<file path="src/rtl/core/sttm_pkg.sv">
// shared types and constants for the substation thermal trip model
// no dependencies; imported by every module of the block
`default_nettype none

package sttm_pkg;

    // event kinds carried on the input tuser
    localparam logic [2:0] OP_OTHER       = 3'd0;
    localparam logic [2:0] OP_GRID        = 3'd1;
    localparam logic [2:0] OP_WEATHER     = 3'd2;
    localparam logic [2:0] OP_PROTECTION  = 3'd3;
    localparam logic [2:0] OP_MAINTENANCE = 3'd4;

    // configuration register indexes
    localparam logic [2:0] REG_CAPACITY    = 3'd0;
    localparam logic [2:0] REG_TIME_COEF   = 3'd1;
    localparam logic [2:0] REG_RATED_RISE  = 3'd2;
    localparam logic [2:0] REG_TRIP_TEMP   = 3'd3;
    localparam logic [2:0] REG_WARN_TEMP   = 3'd4;
    localparam logic [2:0] REG_REARM_TEMP  = 3'd5;

    // configuration reset values
    localparam logic [15:0] CAPACITY_RST   = 16'd1600;
    localparam logic [15:0] TIME_COEF_RST  = 16'd546;
    localparam logic [14:0] RATED_RISE_RST = 15'd3520;
    localparam logic [15:0] TRIP_TEMP_RST  = 16'd7040;
    localparam logic [15:0] WARN_TEMP_RST  = 16'd6080;
    localparam logic [15:0] REARM_TEMP_RST = 16'd4480;

    // state reset values
    localparam logic [15:0] VOLTAGE_RST    = 16'd16384;
    localparam logic [15:0] CORE_TEMP_RST  = 16'd2560;
    localparam logic [15:0] AMBIENT_RST    = 16'd1600;

    localparam logic [15:0] CAPACITY_MIN   = 16'd16;
    localparam logic [15:0] VOLT_LOW       = 16'd14746;
    localparam logic [15:0] VOLT_STRESS    = 16'd15565;
    localparam logic [16:0] FACTOR_FULL    = 17'd65536;
    localparam logic [16:0] FACTOR_LOW     = 17'd32768;
    localparam logic [16:0] FACTOR_STRESS  = 17'd52429;
    localparam logic [17:0] RATIO_MAX      = 18'd262143;

    // shared unit widths
    localparam int DIV_W   = 32;
    localparam int DVSR_W  = 16;
    localparam int MUL_AW  = 24;
    localparam int MUL_BW  = 19;
    localparam int MUL_PW  = MUL_AW + MUL_BW;

    typedef enum logic [3:0] {
        S_IDLE,
        S_RDIV_GO,
        S_RDIV_WAIT,
        S_SQ,
        S_RISE_LO,
        S_RISE_HI,
        S_ACC,
        S_GAP,
        S_STEP,
        S_UPDATE,
        S_FACT,
        S_FDIV_WAIT,
        S_DONE
    } t_state;

endpackage

`default_nettype wire

</file>
<file path="src/rtl/core/sttm_div.sv">
// iterative restoring divider, one quotient bit per cycle
// depends on sttm_pkg for the operand widths
`default_nettype none

module sttm_div
    import sttm_pkg::*;
(
    input  wire                   i_clk,
    input  wire                   i_rst_n,
    input  wire                   i_start,
    input  wire [DIV_W-1:0]       i_dividend,
    input  wire [DVSR_W-1:0]      i_divisor,
    output logic                  o_done,
    output logic [DIV_W-1:0]      o_quotient
);

    localparam int CNT_W = $clog2(DIV_W);

    logic               r_busy;
    logic               r_done;
    logic [CNT_W-1:0]   r_cnt;
    logic [DIV_W-1:0]   r_quo;
    logic [DVSR_W-1:0]  r_rem;
    logic [DVSR_W-1:0]  r_dvsr;

    logic [DVSR_W:0]    n_trial;
    logic               n_ge;
    logic [DVSR_W:0]    n_diff;

    always_comb begin
        n_trial = {r_rem, r_quo[DIV_W-1]};
        n_ge    = (n_trial >= {1'b0, r_dvsr});
        n_diff  = n_trial - {1'b0, r_dvsr};
    end

    always_ff @(posedge i_clk) begin
        if (!i_rst_n) begin
            r_busy <= 1'b0;
            r_done <= 1'b0;
            r_cnt  <= '0;
        end else begin
            r_done <= 1'b0;
            if (i_start) begin
                r_busy <= 1'b1;
                r_cnt  <= '0;
            end else if (r_busy) begin
                r_cnt <= r_cnt + 1'b1;
                if (r_cnt == CNT_W'(DIV_W - 1)) begin
                    r_busy <= 1'b0;
                    r_done <= 1'b1;
                end
            end
        end
    end

    always_ff @(posedge i_clk) begin
        if (i_start) begin
            r_quo  <= i_dividend;
            r_rem  <= '0;
            r_dvsr <= i_divisor;
        end else if (r_busy) begin
            // remainder stays below the divisor, so it fits its width
            r_rem <= n_ge ? n_diff[DVSR_W-1:0] : n_trial[DVSR_W-1:0];
            r_quo <= {r_quo[DIV_W-2:0], n_ge};
        end
    end

    assign o_done     = r_done;
    assign o_quotient = r_quo;

endmodule

`default_nettype wire

</file>
<file path="config.mk">
export PLATFORM = sky130hd
export DESIGN_NAME = sttm_div
export DESIGN_NICKNAME = d
export VERILOG_FILES = /design/src/rtl/core/sttm_pkg.sv /design/src/rtl/core/sttm_div.sv
export SDC_FILE = /design/constraint.sdc
export NUM_CORES = 1
export LEC_CHECK = 0
export ABC_AREA = 0
export BUFFER_PORTS_ARGS = -buffer_cell sky130_fd_sc_hd__buf_4
export CORE_ASPECT_RATIO = 1.1
export CORE_MARGIN = 1.5
export CORE_UTILIZATION = 55
export DETAILED_ROUTE_END_ITERATION = 8
export GPL_ROUTABILITY_DRIVEN = 0
export PLACE_DENSITY = 0.78
export SLEW_MARGIN = 20
export SYNTH_ARGS = -nofsm -noshare
export SYNTH_HDL_FRONTEND = slang
export SYNTH_SLANG_ARGS = --single-unit
</file>
<file path="constraint.sdc">
create_clock -name i_clk -period 5.3 [get_ports i_clk]
set_input_delay 1.06 -clock i_clk [delete_from_list [all_inputs] [get_ports i_clk]]
set_output_delay 1.06 -clock i_clk [all_outputs]
set_load 0.03 [all_outputs]
</file>
==> impl_metrics.py, run 1 <==
metrics = {
    "logic_synthesis": {
        "synth_edf_count": 48,
        "ys_seq_elements": 71,
        "syn_nets": 411,
        "yosysWarnings": 0,
        "synth.distinct_cells": 54,
        "syn-mean-instance-area_sq_um": 11.1,
        "async_reset_ff_frac": 0,
        "syn_area_sq_mm": 0.00377,
        "synthCells": 341,
        "synthFlopType": "edfxtp_1",
        "seq_area_frac_synth": 0.504,
    },
    "hold_path": {
        "min_path_type": "flip-flop to flip-flop",
        "holdCritStartpoint": "r_rem[9]$_SDFFE_PP0P_",
    },
    "clocking": {
        "hold_buffers": 0,
        "cts_sinks": 71,
        "clockBufferDepth": 2,
        "path_clk_slew_ns": 0.09,
        "numCtsBuffers": 9,
        "clk_latency_ns": 0.34,
        "post_cts_resize_count": 0,
        "cts_tree": "done",
        "htree_levels": 3,
        "post_cts_buffers": 0,
        "cts-root-buf": "clkbuf_8",
    },
    "setup_path": {
        "cp_slowest_cell": "nor2_2",
        "r2r-start": "r_dvsr[6]$_DFFE_PP_",
        "worstPathRequired_ns": 5.55,
        "critPathTopFamily": "compound AO/OA/AOI/OAI gates",
        "crit_type": "flip-flop to flip-flop",
        "crit_buf_inv": 1,
        "crit_path_cell_trace": "inv_1 > ha_1 > a21oi_1 > nand2_1 > o21ai_1 > a2111oi_4 > nor2_2 > mux2_2 > a211oi_1",
        "start_kind": "flip-flop",
        "slowest_delay_ns": 0.52,
        "cp-end-kind": "flip-flop",
        "arrival_ns": 3.05,
        "startpoint": "r_dvsr[6]$_DFFE_PP_",
        "crit_fanout": 14,
    },
    "final_layout": {
        "finalNonFillerCells": 508,
        "design_area_sq_mm": 0.00468,
        "final_cell_mix": "84 x buf_4, 48 x edfxtp_1, 34 x mux2_2",
        "final_common_cell": "buf_4",
        "area_growth_pct": 24.2,
        "n_antenna_cell": 0,
        "drive_above_1_share": 0.333,
        "num-nets-final": 491,
        "utilization": 0.710,
    },
    "grt": {
        "grt_usage": 0.228,
        "grt_overflow": 0,
        "grt_pass1_vias": 2833,
        "grt_max_degree": 74,
        "antenna_found_initial": 0,
        "grt_pass1_wl_um": 13100,
    },
    "timing": {
        "fin_tns_setup_ns": 0,
        "slew_violations": 0,
        "fin_crit_ns": 2.80,
        "fmax_mhz": 357,
        "worst_pin_slew_ns": 0.832,
        "post-route-period-util": 0.528,
        "fin_skew_ns": 0.0116,
        "whs_ns": 0.500,
        "setup_viol": 0,
        "finalHoldViolCount": 0,
        "slew-limit-headroom": 0.445,
        "rsz0062_at_grt": "false",
        "setup_ws_ns": 2.50,
    },
    "outcome": {
        "outcome": "completed",
    },
    "die": {
        "core_sq_mm": 0.00659,
        "die_area_sq_mm": 0.00736,
        "start_util": 0.572,
        "std_cell_rows": 31,
        "die_w_um": 82.0,
        "die_h_um": 89.8,
        "ios": 84,
    },
    "drt": {
        "drc": 0,
        "vias_per_cell": 5.64,
        "drtIter0Drc": 154,
        "vias": 2866,
        "routed_wl_um": 7860,
        "wire_per_inst_um": 15.5,
        "detail-route-antenna-nets": 0,
        "dr.pass1.iters": 4,
    },
    "power_and_ir_drop": {
        "ir_worst_vdd_mv": 0.221,
        "leakagePower_nw": 1.93,
        "power_mw": 1.62,
        "power.density_mw_per_mm2": 345,
    },
    "place": {
        "post_dp_cell_area_sq_mm": 0.00443,
        "post-place-ws_ns": 2.10,
        "dp.cells": 492,
        "numPortBuffers": 83,
        "dp_hpwl_um": 5410,
    },
    "job": {
        "max_cap_viol_count": 0,
    },
}
power breakdown:
part	total, mW	leakage (nW)	internal [mW]	switching [mW]
registers	0.680	0.667	0.650	0.0295
logic	0.392	1.13	0.169	0.223
clock network	0.544	0.127	0.329	0.215
final cells by class:
cell class	count	area, sq um
Sequential cell	71	1900
Clock buffer	10	138
Timing Repair Buffer	84	631
Inverter	24	90.1
Tap cell	82	103
Clock inverter	6	116
Fill cell	501	1910
Multi-Input combinational cell	231	1710
worst paths after layout:
kind | to | slack (ns) | cells after the start
worst max register to register | r_rem[0]$_SDFFE_PP0P_ | 2.50 | 9
worst min register to register | r_rem[10]$_SDFFE_PP0P_ | 0.50 | 2
worst min-delay path | r_rem[10]$_SDFFE_PP0P_ | 0.50 | 2
worst max-delay path | r_rem[0]$_SDFFE_PP0P_ | 2.50 | 9
cell usage after synthesis, drive strengths merged, types with 3 or more instances:
cell | number | area, sq um
nand4 | 4 | 25.0
a21o | 3 | 22.5
xnor2 | 8 | 70.1
o21ai | 9 | 45.0
nor2 | 32 | 123
or2 | 3 | 18.8
nor3 | 4 | 20.0
nand2b | 7 | 43.8
edfxtp | 48 | 1440
buf | 6 | 40.0
inv | 24 | 90.1
nand3 | 5 | 25.0
nand2 | 25 | 93.8
dfxtp | 23 | 460
nor2b | 4 | 25.0
a21oi | 17 | 85.1
a311oi | 11 | 96.3
clkbuf | 9 | 33.8
o21a | 5 | 37.5
a211oi | 4 | 30.0
mux2 | 34 | 383
ha | 18 | 225
xor2 | 3 | 26.3
sequential cells by signal (all words and copies together) (netlist names):
name,count
o_done,1
r_dvsr,16
o_quotient,32
r_rem,16
r_busy,1
r_cnt,5
routing by layer:
| layer | wire, um | global-route usage |
|---|---|---|
| met1 | 3340 | 0.285 |
| met2 | 3830 | 0.363 |
| met3 | 552 | 0.0822 |
| met4 | 128 | 0.0749 |
| met5 | 0 | 0 |
worst min-delay path, cell delays in order, from the launching register on:
cell and delay [ns]:
dfxtp_1 0.33, nand2_1 0.06, a311oi_1 0.07
cells by family (layout without fill, tap and decap cells):
group / Yosys count / in the layout / synth area share
and+or+nand+nor: 99 / 99 / 0.130
DFF: 71 / 71 / 0.504
AOI/OAI and AO/OA: 66 / 66 / 0.125
buffers and inverters: 39 / 124 / 0.0435
muxes: 36 / 36 / 0.107
adders and majority gates: 19 / 19 / 0.0650
xor gates and xnor gates: 11 / 11 / 0.0255
Note: power is estimated with default switching activity, not from simulation.
==> run 2, diff against run 1 <==
--- a/config.mk
+++ b/config.mk
@@ -5,14 +5,14 @@
 export SDC_FILE = /design/constraint.sdc
 export NUM_CORES = 1
 export LEC_CHECK = 0
-export ABC_AREA = 0
+export ABC_AREA = 1
 export BUFFER_PORTS_ARGS = -buffer_cell sky130_fd_sc_hd__buf_4
 export CORE_ASPECT_RATIO = 1.1
 export CORE_MARGIN = 1.5
-export CORE_UTILIZATION = 55
+export CORE_UTILIZATION = 50
 export DETAILED_ROUTE_END_ITERATION = 8
 export GPL_ROUTABILITY_DRIVEN = 0
-export PLACE_DENSITY = 0.78
+export PLACE_DENSITY = 0.74
 export SLEW_MARGIN = 20
 export SYNTH_ARGS = -nofsm -noshare
 export SYNTH_HDL_FRONTEND = slang
==> constraint.sdc (replaced) <==
create_clock -name i_clk -period 2.49 [get_ports i_clk]
set_input_delay 0.498 -clock i_clk [delete_from_list [all_inputs] [get_ports i_clk]]
set_output_delay 0.498 -clock i_clk [all_outputs]
set_load 0.03 [all_outputs]
==> impl_metrics.py, run 2 <==
metrics = {
    "timing": {
        "slew_violations": 0,
        "slew-limit-headroom": 0.494,
        "fmax_mhz": 448,
        "setup_ws_ns": 0.260,
        "rsz0062_at_grt": "false",
        "fin_skew_ns": 0.00798,
        "setup_viol": 0,
        "post-route-period-util": 0.896,
        "finalHoldViolCount": 0,
        "fin_crit_ns": 2.23,
        "fin_tns_setup_ns": 0,
        "worst_pin_slew_ns": 0.758,
    },
    "grt": {
        "grt_max_degree": 43,
        "antenna_found_initial": 0,
        "grt_overflow": 0,
        "grt_usage": 0.229,
        "grt_pass1_wl_um": 15400,
        "grt_pass1_vias": 3540,
    },
    "outcome": {
        "outcome": "completed",
    },
    "place": {
        "numPortBuffers": 83,
        "dp_hpwl_um": 6720,
        "post-place-ws_ns": 0.260,
    },
    "logic_synthesis": {
        "syn_area_sq_mm": 0.00403,
        "synthFlopType": "edfxtp_1",
        "yosysWarnings": 0,
        "ys_seq_elements": 71,
        "synth.distinct_cells": 34,
        "seq_area_frac_synth": 0.472,
        "synth_common_cells": "236 x nand2_1, 78 x inv_1, 48 x edfxtp_1",
        "synthTopCellsByArea": "edfxtp_1 36%, nand2_1 22%, dfxtp_1 11%",
        "syn-mean-instance-area_sq_um": 7.63,
        "synth_top_area_share": 0.358,
        "synth_most_common_cell": "nand2_1",
        "yosysTopAreaCell": "edfxtp_1",
        "synthCells": 528,
        "async_reset_ff_frac": 0,
        "synth_edf_count": 48,
        "syn_nets": 598,
    },
    "power_and_ir_drop": {
        "power.density_mw_per_mm2": 570,
        "ir_worst_vdd_mv": 0.340,
        "leakagePower_nw": 2.64,
        "power_mw": 2.82,
    },
    "job": {
        "max_cap_viol_count": 0,
    },
    "clocking": {
        "cts-root-buf": "clkbuf_8",
        "hold_buffers": 0,
        "clockBufferDepth": 2,
        "post_cts_resize_count": 0,
        "path_clk_slew_ns": 0.07,
        "post_cts_buffers": 0,
        "cts_sinks": 71,
        "htree_levels": 3,
        "clk_latency_ns": 0.35,
        "cts_tree": "done",
        "numCtsBuffers": 9,
    },
    "die": {
        "die_h_um": 97.2,
        "ios": 84,
        "start_util": 0.512,
        "core_sq_mm": 0.00787,
        "die_area_sq_mm": 0.00861,
        "std_cell_rows": 34,
        "die_w_um": 88.6,
    },
    "final_layout": {
        "largest_reg_flops": 32,
        "drive_above_1_share": 0.193,
        "final_common_cell": "nand2_1",
        "num-nets-final": 683,
        "area_growth_pct": 22.8,
        "fillers": 734,
        "multi_input_area_sq_mm": 0.00175,
        "final_cell_mix": "236 x nand2_1, 88 x buf_4, 78 x inv_1",
        "n_antenna_cell": 0,
        "regArea_sq_mm": 0.00190,
    },
    "drt": {
        "vias": 3569,
        "detail-route-antenna-nets": 0,
        "wire_per_inst_um": 12.7,
        "vias_per_cell": 4.92,
        "drtIter0Drc": 183,
        "drc": 0,
        "routed_wl_um": 9200,
        "dr.pass1.iters": 5,
    },
    "setup_path": {
        "reg2reg_slack_ns": 0.26,
        "crit_fanout": 18,
        "worstPathRequired_ns": 2.78,
        "arrival_ns": 2.52,
        "cp-end-kind": "flip-flop",
        "start_kind": "flip-flop",
        "crit_type": "flip-flop to flip-flop",
    },
    "hold_path": {
        "min_path_type": "input pin to flip-flop",
    },
}
==> run 2: cell count changes in the layout (fill, tap and decap cells not counted), sizes merged, moves of 5 or more <==
cell	previous run	this run
a21oi	17	12
a311oi	11	0
inv	25	81
mux2	34	0
nand2	25	243
nand2b	7	0
nand3	5	42
nor2	32	16
o21ai	9	2
==> run 2: per-stage QoR <==
stage / hold WS (ns) / instances / util / cell area [sq um]
global placement: 0.454 / 710 / 0.604 / 4760
floorplan: 0.443 / 528 / - / 4030
CTS: 0.317 / 725 / 0.628 / 4940
global route: 0.311 / 725 / 0.629 / 4950
finish: 0.326 / 725 / 0.629 / 4950
detailed placement: 0.463 / 710 / 0.604 / 4760
==> run 2: layout make-up <==
class / instances / share of cell area
Tap cell: 108 / 0.0273
Inverter: 82 / 0.0622
Clock buffer: 11 / 0.0286
Sequential cell: 71 / 0.384
Timing Repair Buffer: 88 / 0.134
Clock inverter: 4 / 0.00961
Multi-Input combinational cell: 361 / 0.354
==> run 2: cells by family (layout without fill, tap and decap cells) <==
group,Yosys count,in the layout,synth area share
DFF,71,71,0.472
xor gates and xnor gates,6,6,0.0130
AOI/OAI and AO/OA,19,19,0.0261
buffers and inverters,96,185,0.0938
adders and majority gates,19,19,0.0609
and+or+nand+nor,317,317,0.334
==> run 2: report_power, final <==
group          total, mW  internal (mW)  switching [mW]
Combinational      0.510          0.197           0.313
Clock              0.913          0.482           0.432
Sequential          1.40           1.36          0.0435
Total               2.82           2.03           0.788
==> run 2: worst max-delay path: stages (launching register included) <==
cell	delay (ns)
edfxtp_1	0.37
inv_1	0.08
ha_1	0.28
a21oi_1	0.26
o21a_1	0.16
nand2_2	0.07
nor2_4	0.41
nand2_4	0.24
nand2_1	0.12
nand3_1	0.07
nand2_1	0.11
==> run 2: per-layer routing <==
metal / global-route usage / wire [um]
met5: 0 / 0
met3: 0.0714 / 686
met4: 0.0962 / 239
met1: 0.281 / 3920
met2: 0.370 / 4350
==> run 2: worst paths after layout <==
kind / from / end / cells after the start
hold reg to reg: r_cnt[4]$_SDFFE_PP0P_ / r_cnt[4]$_SDFFE_PP0P_ / 2
setup reg to reg: r_dvsr[14]$_DFFE_PP_ / r_rem[3]$_SDFFE_PP0P_ / 10
setup / recovery: r_dvsr[14]$_DFFE_PP_ / r_rem[3]$_SDFFE_PP0P_ / 10
hold / removal: i_divisor[2] / r_dvsr[2]$_DFFE_PP_ / 1
